### config.mk
export PLATFORM = sky130hd
export DESIGN_NAME = serial_frame_receive_check_core
export DESIGN_NICKNAME = d
export VERILOG_FILES = /design/src/hw/rtl/sfrc_pkg.sv /design/src/hw/rtl/sfrc_front.sv /design/src/hw/rtl/sfrc_queue.sv /design/src/hw/rtl/sfrc_back.sv /design/src/hw/rtl/serial_frame_receive_check_core.sv
export SDC_FILE = /design/constraint.sdc
export NUM_CORES = 1
export LEC_CHECK = 0
export BUFFER_PORTS_ARGS = -buffer_cell sky130_fd_sc_hd__buf_2
export CELL_PAD_IN_SITES_DETAIL_PLACEMENT = 1
export CELL_PAD_IN_SITES_GLOBAL_PLACEMENT = 1
export CORE_MARGIN = 2
export CORE_UTILIZATION = 25
export DETAILED_ROUTE_END_ITERATION = 8
export GPL_ROUTABILITY_DRIVEN = 0
export PLACE_DENSITY = 0.46
export SLEW_MARGIN = 5
export SYNTH_ARGS = -nofsm -noshare
export SYNTH_HDL_FRONTEND = slang
export SYNTH_SLANG_ARGS = --single-unit
### constraint.sdc
create_clock -name clk -period 3.9 [get_ports clk]
set_clock_uncertainty 0.15 [all_clocks]
set_input_delay 0.975 -clock clk [delete_from_list [all_inputs] [get_ports clk]]
set_output_delay 0.975 -clock clk [all_outputs]
set_load 0.02 [all_outputs]
### src/hw/rtl/sfrc_pkg.sv
`default_nettype none
package sfrc_pkg;

	localparam int QDEPTH = 4;
	localparam int QAW    = $clog2(QDEPTH);
	localparam int QCW    = $clog2(QDEPTH + 1);

	// Register indexes on the configuration port.
	localparam logic [2:0] REG_START_BYTE    = 3'd0;
	localparam logic [2:0] REG_END_BYTE      = 3'd1;
	localparam logic [2:0] REG_OWN_ADDRESS   = 3'd2;
	localparam logic [2:0] REG_CHECK_ADDRESS = 3'd3;
	localparam logic [2:0] REG_HUNT_LIMIT    = 3'd4;
	localparam logic [2:0] REG_WIDE_LENGTH   = 3'd5;

	localparam logic [2:0] ST_OK      = 3'd0;
	localparam logic [2:0] ST_TIMEOUT = 3'd4;
	localparam logic [2:0] ST_NO_END  = 3'd5;

	localparam logic KIND_DATA   = 1'b0;
	localparam logic KIND_STATUS = 1'b1;

	typedef enum logic [2:0] {
		PH_HUNT,
		PH_ADDR,
		PH_LENHI,
		PH_LENLO,
		PH_DATA,
		PH_BCC,
		PH_SUM,
		PH_END
	} phase_t;

	typedef enum logic [2:0] {
		OP_TAKE,
		OP_DATA,
		OP_RX_BCC,
		OP_RX_SUM,
		OP_END_OK,
		OP_TIMEOUT,
		OP_NO_END
	} op_t;

	typedef struct packed {
		logic [7:0] rx_byte;
		logic       timed_out;
	} in_item_t;

	typedef struct packed {
		logic        kind;
		logic [7:0]  data_byte;
		logic [15:0] byte_index;
		logic [7:0]  frame_address;
		logic [15:0] frame_length;
		logic [2:0]  status;
	} out_item_t;

	typedef struct packed {
		logic [7:0] start_byte;
		logic [7:0] end_byte;
		logic [7:0] own_address;
		logic       check_address;
		logic [3:0] hunt_limit;
		logic       wide_length;
	} cfg_t;

	typedef struct packed {
		op_t         op;
		logic [7:0]  data;
		logic [15:0] idx;
		logic [7:0]  addr;
		logic [15:0] len;
	} cmd_t;

endpackage
`default_nettype wire

### src/hw/rtl/sfrc_front.sv
`default_nettype none
module sfrc_front (
	input  wire logic              clk,
	input  wire logic              arst_n,
	input  wire sfrc_pkg::cfg_t    cfg,
	input  wire logic              accept,
	input  wire sfrc_pkg::in_item_t item,
	output logic                   push,
	output sfrc_pkg::cmd_t         cmd
);

	sfrc_pkg::phase_t phase_q, phase_d;
	logic [3:0]  hunt_count_q, hunt_count_d;
	logic [7:0]  addr_q, addr_d;
	logic [15:0] len_q, len_d;
	logic [15:0] count_q, count_d;
	logic [15:0] count_inc;
	logic        hunt_expired;
	logic        addr_bad;
	logic [7:0]  b;

	assign b            = item.rx_byte;
	assign count_inc    = count_q + 16'd1;
	assign hunt_expired = !cfg.wide_length && (hunt_count_q >= cfg.hunt_limit);
	assign addr_bad     = (cfg.wide_length || cfg.check_address) && (b != cfg.own_address);

	// Next state and frame holds.
	always_comb begin
		phase_d      = phase_q;
		hunt_count_d = hunt_count_q;
		addr_d       = addr_q;
		len_d        = len_q;
		count_d      = count_q;
		if (accept) begin
			if (item.timed_out) begin
				phase_d      = sfrc_pkg::PH_HUNT;
				hunt_count_d = '0;
				addr_d       = '0;
				len_d        = '0;
				count_d      = '0;
			end else begin
				case (phase_q)
					sfrc_pkg::PH_HUNT: begin
						if (hunt_expired) begin
							hunt_count_d = '0;
						end else begin
							if (!cfg.wide_length && hunt_count_q != 4'hF)
								hunt_count_d = hunt_count_q + 4'd1;
							if (b == cfg.start_byte)
								phase_d = sfrc_pkg::PH_ADDR;
						end
						addr_d  = '0;
						len_d   = '0;
						count_d = '0;
					end
					sfrc_pkg::PH_ADDR: begin
						if (addr_bad) begin
							phase_d      = sfrc_pkg::PH_HUNT;
							hunt_count_d = '0;
							addr_d       = '0;
							len_d        = '0;
						end else begin
							addr_d  = b;
							phase_d = cfg.wide_length ? sfrc_pkg::PH_LENHI : sfrc_pkg::PH_LENLO;
						end
					end
					sfrc_pkg::PH_LENHI: begin
						len_d   = {b, 8'h00};
						phase_d = sfrc_pkg::PH_LENLO;
					end
					sfrc_pkg::PH_LENLO: begin
						len_d   = len_q | {8'h00, b};
						count_d = '0;
						phase_d = ((len_q | {8'h00, b}) == 16'd0) ? sfrc_pkg::PH_BCC
							: sfrc_pkg::PH_DATA;
					end
					sfrc_pkg::PH_DATA: begin
						count_d = count_inc;
						if (count_inc >= len_q)
							phase_d = sfrc_pkg::PH_BCC;
					end
					sfrc_pkg::PH_BCC: phase_d = sfrc_pkg::PH_SUM;
					sfrc_pkg::PH_SUM: phase_d = sfrc_pkg::PH_END;
					sfrc_pkg::PH_END: begin
						// A wrong end byte keeps the hunt count running.
						if (b == cfg.end_byte)
							hunt_count_d = '0;
						phase_d = sfrc_pkg::PH_HUNT;
						addr_d  = '0;
						len_d   = '0;
						count_d = '0;
					end
					default: begin
						phase_d      = sfrc_pkg::PH_HUNT;
						hunt_count_d = '0;
						addr_d       = '0;
						len_d        = '0;
						count_d      = '0;
					end
				endcase
			end
		end
	end

	// Command sent to the back end for the transaction.
	always_comb begin
		push     = 1'b0;
		cmd.op   = sfrc_pkg::OP_TAKE;
		cmd.data = b;
		cmd.idx  = count_q;
		cmd.addr = addr_q;
		cmd.len  = len_q;
		if (accept) begin
			if (item.timed_out) begin
				push   = 1'b1;
				cmd.op = sfrc_pkg::OP_TIMEOUT;
			end else begin
				case (phase_q)
					sfrc_pkg::PH_HUNT: begin
						push   = hunt_expired;
						cmd.op = sfrc_pkg::OP_TIMEOUT;
					end
					sfrc_pkg::PH_ADDR: begin
						push   = 1'b1;
						cmd.op = addr_bad ? sfrc_pkg::OP_TIMEOUT : sfrc_pkg::OP_TAKE;
					end
					sfrc_pkg::PH_LENHI, sfrc_pkg::PH_LENLO: begin
						push   = 1'b1;
						cmd.op = sfrc_pkg::OP_TAKE;
					end
					sfrc_pkg::PH_DATA: begin
						push   = 1'b1;
						cmd.op = sfrc_pkg::OP_DATA;
					end
					sfrc_pkg::PH_BCC: begin
						push   = 1'b1;
						cmd.op = sfrc_pkg::OP_RX_BCC;
					end
					sfrc_pkg::PH_SUM: begin
						push   = 1'b1;
						cmd.op = sfrc_pkg::OP_RX_SUM;
					end
					sfrc_pkg::PH_END: begin
						push   = 1'b1;
						cmd.op = (b == cfg.end_byte) ? sfrc_pkg::OP_END_OK
							: sfrc_pkg::OP_NO_END;
					end
					default: begin
						push   = 1'b0;
						cmd.op = sfrc_pkg::OP_TAKE;
					end
				endcase
			end
		end
	end

	always_ff @(posedge clk or negedge arst_n) begin
		if (!arst_n) begin
			phase_q      <= sfrc_pkg::PH_HUNT;
			hunt_count_q <= '0;
			addr_q       <= '0;
			len_q        <= '0;
			count_q      <= '0;
		end else begin
			phase_q      <= phase_d;
			hunt_count_q <= hunt_count_d;
			addr_q       <= addr_d;
			len_q        <= len_d;
			count_q      <= count_d;
		end
	end

endmodule
`default_nettype wire

### src/hw/rtl/sfrc_queue.sv
`default_nettype none
module sfrc_queue (
	input  wire logic           clk,
	input  wire logic           arst_n,
	input  wire logic           push,
	input  wire sfrc_pkg::cmd_t push_cmd,
	input  wire logic           pop,
	output logic                full,
	output logic                head_valid,
	output sfrc_pkg::cmd_t      head
);

	sfrc_pkg::cmd_t                entry_q [sfrc_pkg::QDEPTH];
	logic [sfrc_pkg::QAW-1:0]      wr_ptr_q, rd_ptr_q;
	logic [sfrc_pkg::QCW-1:0]      count_q;

	assign full       = (count_q == sfrc_pkg::QCW'(sfrc_pkg::QDEPTH));
	assign head_valid = (count_q != '0);
	assign head       = entry_q[rd_ptr_q];

	always_ff @(posedge clk) begin
		if (push)
			entry_q[wr_ptr_q] <= push_cmd;
	end

	always_ff @(posedge clk or negedge arst_n) begin
		if (!arst_n) begin
			wr_ptr_q <= '0;
			rd_ptr_q <= '0;
			count_q  <= '0;
		end else begin
			if (push)
				wr_ptr_q <= wr_ptr_q + 1'b1;
			if (pop)
				rd_ptr_q <= rd_ptr_q + 1'b1;
			if (push && !pop)
				count_q <= count_q + 1'b1;
			else if (pop && !push)
				count_q <= count_q - 1'b1;
		end
	end

	a_no_overflow: assert property (@(posedge clk) disable iff (!arst_n)
		push |-> (!full || pop))
		else $error("command queue written while full");

	a_no_underflow: assert property (@(posedge clk) disable iff (!arst_n)
		pop |-> head_valid)
		else $error("command queue read while empty");

	a_count_bound: assert property (@(posedge clk) disable iff (!arst_n)
		count_q <= sfrc_pkg::QCW'(sfrc_pkg::QDEPTH))
		else $error("command queue count beyond depth");

endmodule
`default_nettype wire

### src/hw/rtl/sfrc_back.sv
`default_nettype none
module sfrc_back (
	input  wire logic            clk,
	input  wire logic            arst_n,
	input  wire logic            head_valid,
	input  wire sfrc_pkg::cmd_t  head,
	output logic                 pop,
	output logic                 out_valid,
	input  wire logic            out_stall,
	output sfrc_pkg::out_item_t  out_data
);

	logic [7:0] xor_acc_q, sum_acc_q, rx_xor_q, rx_sum_q;
	logic       out_valid_q;
	sfrc_pkg::out_item_t out_q, result;
	logic       emits;

	assign emits = (head.op == sfrc_pkg::OP_DATA) || (head.op == sfrc_pkg::OP_END_OK)
		|| (head.op == sfrc_pkg::OP_TIMEOUT) || (head.op == sfrc_pkg::OP_NO_END);

	// Silent commands never wait on the output register.
	assign pop = head_valid && (!emits || !out_valid_q || !out_stall);

	always_comb begin
		result.kind          = sfrc_pkg::KIND_STATUS;
		result.data_byte     = '0;
		result.byte_index    = '0;
		result.frame_address = head.addr;
		result.frame_length  = head.len;
		result.status        = sfrc_pkg::ST_OK;
		case (head.op)
			sfrc_pkg::OP_DATA: begin
				result.kind       = sfrc_pkg::KIND_DATA;
				result.data_byte  = head.data;
				result.byte_index = head.idx;
			end
			sfrc_pkg::OP_END_OK:
				result.status = {1'b0, rx_sum_q != sum_acc_q, rx_xor_q != xor_acc_q};
			sfrc_pkg::OP_TIMEOUT: result.status = sfrc_pkg::ST_TIMEOUT;
			sfrc_pkg::OP_NO_END:  result.status = sfrc_pkg::ST_NO_END;
			default:              result.status = sfrc_pkg::ST_OK;
		endcase
	end

	always_ff @(posedge clk or negedge arst_n) begin
		if (!arst_n) begin
			xor_acc_q <= '0;
			sum_acc_q <= '0;
			rx_xor_q  <= '0;
			rx_sum_q  <= '0;
		end else if (pop) begin
			case (head.op)
				sfrc_pkg::OP_TAKE, sfrc_pkg::OP_DATA: begin
					xor_acc_q <= xor_acc_q ^ head.data;
					sum_acc_q <= sum_acc_q + head.data;
				end
				sfrc_pkg::OP_RX_BCC: rx_xor_q <= head.data;
				sfrc_pkg::OP_RX_SUM: rx_sum_q <= head.data;
				default: begin
					// Every status closes the frame, so the checks start afresh.
					xor_acc_q <= '0;
					sum_acc_q <= '0;
					rx_xor_q  <= '0;
					rx_sum_q  <= '0;
				end
			endcase
		end
	end

	always_ff @(posedge clk or negedge arst_n) begin
		if (!arst_n)
			out_valid_q <= 1'b0;
		else if (pop && emits)
			out_valid_q <= 1'b1;
		else if (!out_stall)
			out_valid_q <= 1'b0;
	end

	always_ff @(posedge clk) begin
		if (pop && emits)
			out_q <= result;
	end

	assign out_valid = out_valid_q;
	assign out_data  = out_q;

	a_status_clears: assert property (@(posedge clk) disable iff (!arst_n)
		(pop && emits && head.op != sfrc_pkg::OP_DATA) |=>
		(xor_acc_q == 8'h00 && sum_acc_q == 8'h00))
		else $error("check sums not cleared after a frame status");

	a_no_overwrite: assert property (@(posedge clk) disable iff (!arst_n)
		(out_valid_q && out_stall) |-> !(pop && emits))
		else $error("held result overwritten");

	a_data_kind: assert property (@(posedge clk) disable iff (!arst_n)
		(pop && head.op == sfrc_pkg::OP_DATA) |=>
		(out_valid_q && out_q.kind == sfrc_pkg::KIND_DATA && out_q.status == sfrc_pkg::ST_OK))
		else $error("payload command did not yield a payload result");

endmodule
`default_nettype wire

### src/hw/rtl/serial_frame_receive_check_core.sv
`default_nettype none
// Frame receiver: one received byte or timeout mark per input transaction, at up to one
// transaction per clock. The front state machine decides each byte combinationally and
// hands a command to a four-entry queue; the back end keeps the XOR and SUM checks and
// loads the output register. A result is held in the queue and then the output register;
// the input stalls only when four commands wait behind a stalled output. Payload bytes
// come out as they arrive; on status 5 the consumer drops the payload already delivered.
module serial_frame_receive_check_core (
	input  wire logic                clk,
	input  wire logic                arst_n,
	input  wire logic                in_valid,
	output logic                     in_stall,
	input  wire sfrc_pkg::in_item_t  in_data,
	output logic                     out_valid,
	input  wire logic                out_stall,
	output sfrc_pkg::out_item_t      out_data,
	input  wire logic                cfg_we,
	input  wire logic [2:0]          cfg_index,
	input  wire logic [7:0]          cfg_wdata
);

	sfrc_pkg::cfg_t cfg_q;
	sfrc_pkg::cmd_t cmd, head;
	logic push, pop, full, head_valid, accept;

	always_ff @(posedge clk or negedge arst_n) begin
		if (!arst_n) begin
			cfg_q.start_byte    <= 8'd2;
			cfg_q.end_byte      <= 8'd3;
			cfg_q.own_address   <= 8'd0;
			cfg_q.check_address <= 1'b1;
			cfg_q.hunt_limit    <= 4'd11;
			cfg_q.wide_length   <= 1'b0;
		end else if (cfg_we) begin
			case (cfg_index)
				sfrc_pkg::REG_START_BYTE:    cfg_q.start_byte    <= cfg_wdata;
				sfrc_pkg::REG_END_BYTE:      cfg_q.end_byte      <= cfg_wdata;
				sfrc_pkg::REG_OWN_ADDRESS:   cfg_q.own_address   <= cfg_wdata;
				sfrc_pkg::REG_CHECK_ADDRESS: cfg_q.check_address <= cfg_wdata[0];
				sfrc_pkg::REG_HUNT_LIMIT:    cfg_q.hunt_limit    <= cfg_wdata[3:0];
				sfrc_pkg::REG_WIDE_LENGTH:   cfg_q.wide_length   <= cfg_wdata[0];
				default: ;
			endcase
		end
	end

	assign in_stall = full;
	assign accept   = in_valid && !full;

	sfrc_front u_front (
		.clk    (clk),
		.arst_n (arst_n),
		.cfg    (cfg_q),
		.accept (accept),
		.item   (in_data),
		.push   (push),
		.cmd    (cmd)
	);

	sfrc_queue u_queue (
		.clk        (clk),
		.arst_n     (arst_n),
		.push       (push),
		.push_cmd   (cmd),
		.pop        (pop),
		.full       (full),
		.head_valid (head_valid),
		.head       (head)
	);

	sfrc_back u_back (
		.clk        (clk),
		.arst_n     (arst_n),
		.head_valid (head_valid),
		.head       (head),
		.pop        (pop),
		.out_valid  (out_valid),
		.out_stall  (out_stall),
		.out_data   (out_data)
	);

endmodule
`default_nettype wire

==> metrics.cfg <==
[die]
num_io_pins=79
fp.dieH_um=254
dieArea_mm2=0.0647
std_cell_rows=91
start_util_pct=25.3
core_mm2=0.0618
die_w_um=254

[detailed_routing]
routedWlPerCell_um=20.5
drc=0
drt-total-wl_mm=41.1
first_pass_iters=4
antenna_left=0
first_iter_violations=427
viasPerCell=4.46
vias=8921

[cts]
cts-root-buf=clkbuf_16
clk_latency_ns=0.57
hold_buffers=0
cts_buffers=45
cts_buffer_depth=3
tritoncts=done
cts.sinks=373
clk_pin_slew_ns=0.06
htreeDepth=2

[logic_synthesis]
yosys_most_used_dff=edfxtp_1
synth_edf_count=256
synth_cell_types=63
synthAdderAreaFrac_pct=2.97
synth_top_family_by_area=multiplexers
synth_nets=1054
synth_compound_area_share_pct=6.34
synthArstFlopShare_pct=31.4
synthTopCellsByArea=edfxtp_1 (49%), dfrtp_1 (18%), mux4_2 (7.3%)
synth_top_area_share_pct=49.1
synthesis.area_mm2=0.0157
syn_area_per_cell_um2=15.8
yosysTopAreaCell=edfxtp_1
synth.area.mux_share_pct=9.89
synthSimpleGateAreaFrac_pct=6.84
synth_warnings=0
ys_ff_latch=373
seq_area_frac_synth_pct=67.8
synthCells=993
synthXorXnorAreaFrac_pct=4.25

[sta]
slew-limit-headroom_pct=21.1
whs_ns=0.113
fmax_ghz=0.282
fin_crit_sh_pct=90.8
fin_ws_ns=0.358
period_needed_ns=3.54
slew_violations=0
worstMarginPinSlew_ns=1.18
rsz0062_at_grt=false
finalHoldViolations=0
final-setup-viol-count=0
tns_ns=0

[worst_setup_path]
crit_fanout=8
slowest_stage=a2111oi_1
startpoint_type=flip-flop
reg2regPathDepth=9
timing.critical_path.mode_cell=ha_1
critPathTopFamily=compound AO/OA/AOI/OAI gates
crit_required_ns=4.20
r2r-start=cfg_q[1]
critPathKind=flip-flop to flip-flop
worstSetupStartpoint=cfg_q[1]
slowest_delay_ns=0.82
critical_path_buf_inv_count=1
cp.arrival_ns=3.84
cp-end-kind=flip-flop
crit_chain=ha_1, nand2b_1, a2111oi_1, or3_1, a21oi_1, ha_1, inv_1, fa_1, mux2_2
crit_cells=9

[status]
status=finished clean

[cells_and_area]
post-route-util_pct=30.7
drive_above_1_share_pct=26.7
final_area_mm2=0.0190
instances_no_fill=2002
antenna_cells=0
final_common_cell=edfxtp_1
fin_nets=1190
final_cell_mix=edfxtp_1 (256), dfrtp_1 (108), buf_2 (77)
syn_to_final_growth_pct=21.1
nFillCells=6435

[flow_run]
cap_violations=0

[hold_path]
worstHoldPathType=input port to asynchronous set/reset pin

[power]
p_leak_nw=7.09
finalPower_mw=15.7
powerDensity_mw_per_mm2=829
ir_drop_v=0.000383

[global_route]
overflow=0
grt_max_degree=68
grtUsageTotal_pct=13.1
grt_pass1_wl_mm=62.9
grt_antenna_before_repair=2
grt_pass1_vias=9504

[placement]
dp_hpwl_mm=27.9
portBuffers=78
placed_area_mm2=0.0175
dpl.cell_count=1917
dp_worst_setup_slack_ns=0.277

power by group:
group          switching, mW  total (mW)  leakage (nW)  internal (mW)
combinational           3.17        5.17          2.51           2.00
sequential             0.639        6.34          3.86           5.71
clock                   1.67        4.22         0.718           2.54
total                   5.48        15.7          7.09           10.2
synthesized netlist by cell type, types with 5 or more instances:
master,number
dfrtp_1,110
o41ai_1,8
nor3_1,7
a32o_1,8
o21ai_1,8
o21ai_0,28
xor2_1,33
edfxtp_1,256
mux4_2,51
buf_1,5
and2_1,6
nand2_1,65
ha_1,34
o31ai_1,10
nor2_1,37
a22o_1,21
xnor2_1,43
inv_1,30
nand2b_1,7
a21oi_1,22
and3_1,29
dfstp_2,7
mux2_2,32
nand3_1,10
a31oi_1,6
clkbuf_1,31
nand4_1,13
nor4_1,12
repair_timing:
action	CTS	global route
setup buffers	0	2
resized for setup	0	3
endpoints found under the setup margin	0	3
area by class of cell:
type	instances	area (um2)	area share, %
multi-input cells	547	4770	25.2
clock inverters	23	220	1.16
repair buffers	132	923	4.87
inverters	30	113	0.594
flip-flops and latches	373	10600	56.0
well taps	837	1050	5.52
clock buffers	60	1270	6.67
sequential cells by signal, indices dropped and copies added (netlist names), 4 cells and up:
register              count
u_front.hunt_count_q      4
u_back.rx_xor_q           8
u_front.len_q            16
cfg_q                    30
u_back.xor_acc_q          8
u_front.count_q          16
u_back.rx_sum_q           8
u_back.out_data          52
u_back.sum_acc_q          8
u_queue.entry_q         204
u_front.addr_q            8
final timing paths:
path / endpoint / slack, ns
setup / recovery: u_queue.count_q[1] / 0.36
setup reg to reg: u_queue.count_q[1] / 0.36
max in group asynchronous: u_queue.rd_ptr_q[0] / 2.61
hold reg to reg: u_queue.count_q[2] / 0.36
min in group clk: u_queue.count_q[2] / 0.36
hold / removal: u_back.sum_acc_q[5] / 0.11
routing by layer:
layer	GRT usage, %	wire [um]	share of wire, %	vias up
li1	-	-	-	4085
met1	18.7	20000	49	4623
met2	20.3	18700	45	148
met3	2.40	1480	3.6	63
met4	3.60	934	2.3	2
met5	0	16	0.039	-
cell families (layout without fill, tap and decap cells):
logic type,count (synthesis),after routing
xor gates and xnor gates,76,76
AOI/OAI and AO/OA,138,138
adders and majority gates,36,36
and+or+nand+nor,210,210
buffers and inverters,73,245
muxes,87,87
DFF,373,373
Note: power is estimated with default switching activity, not from simulation.
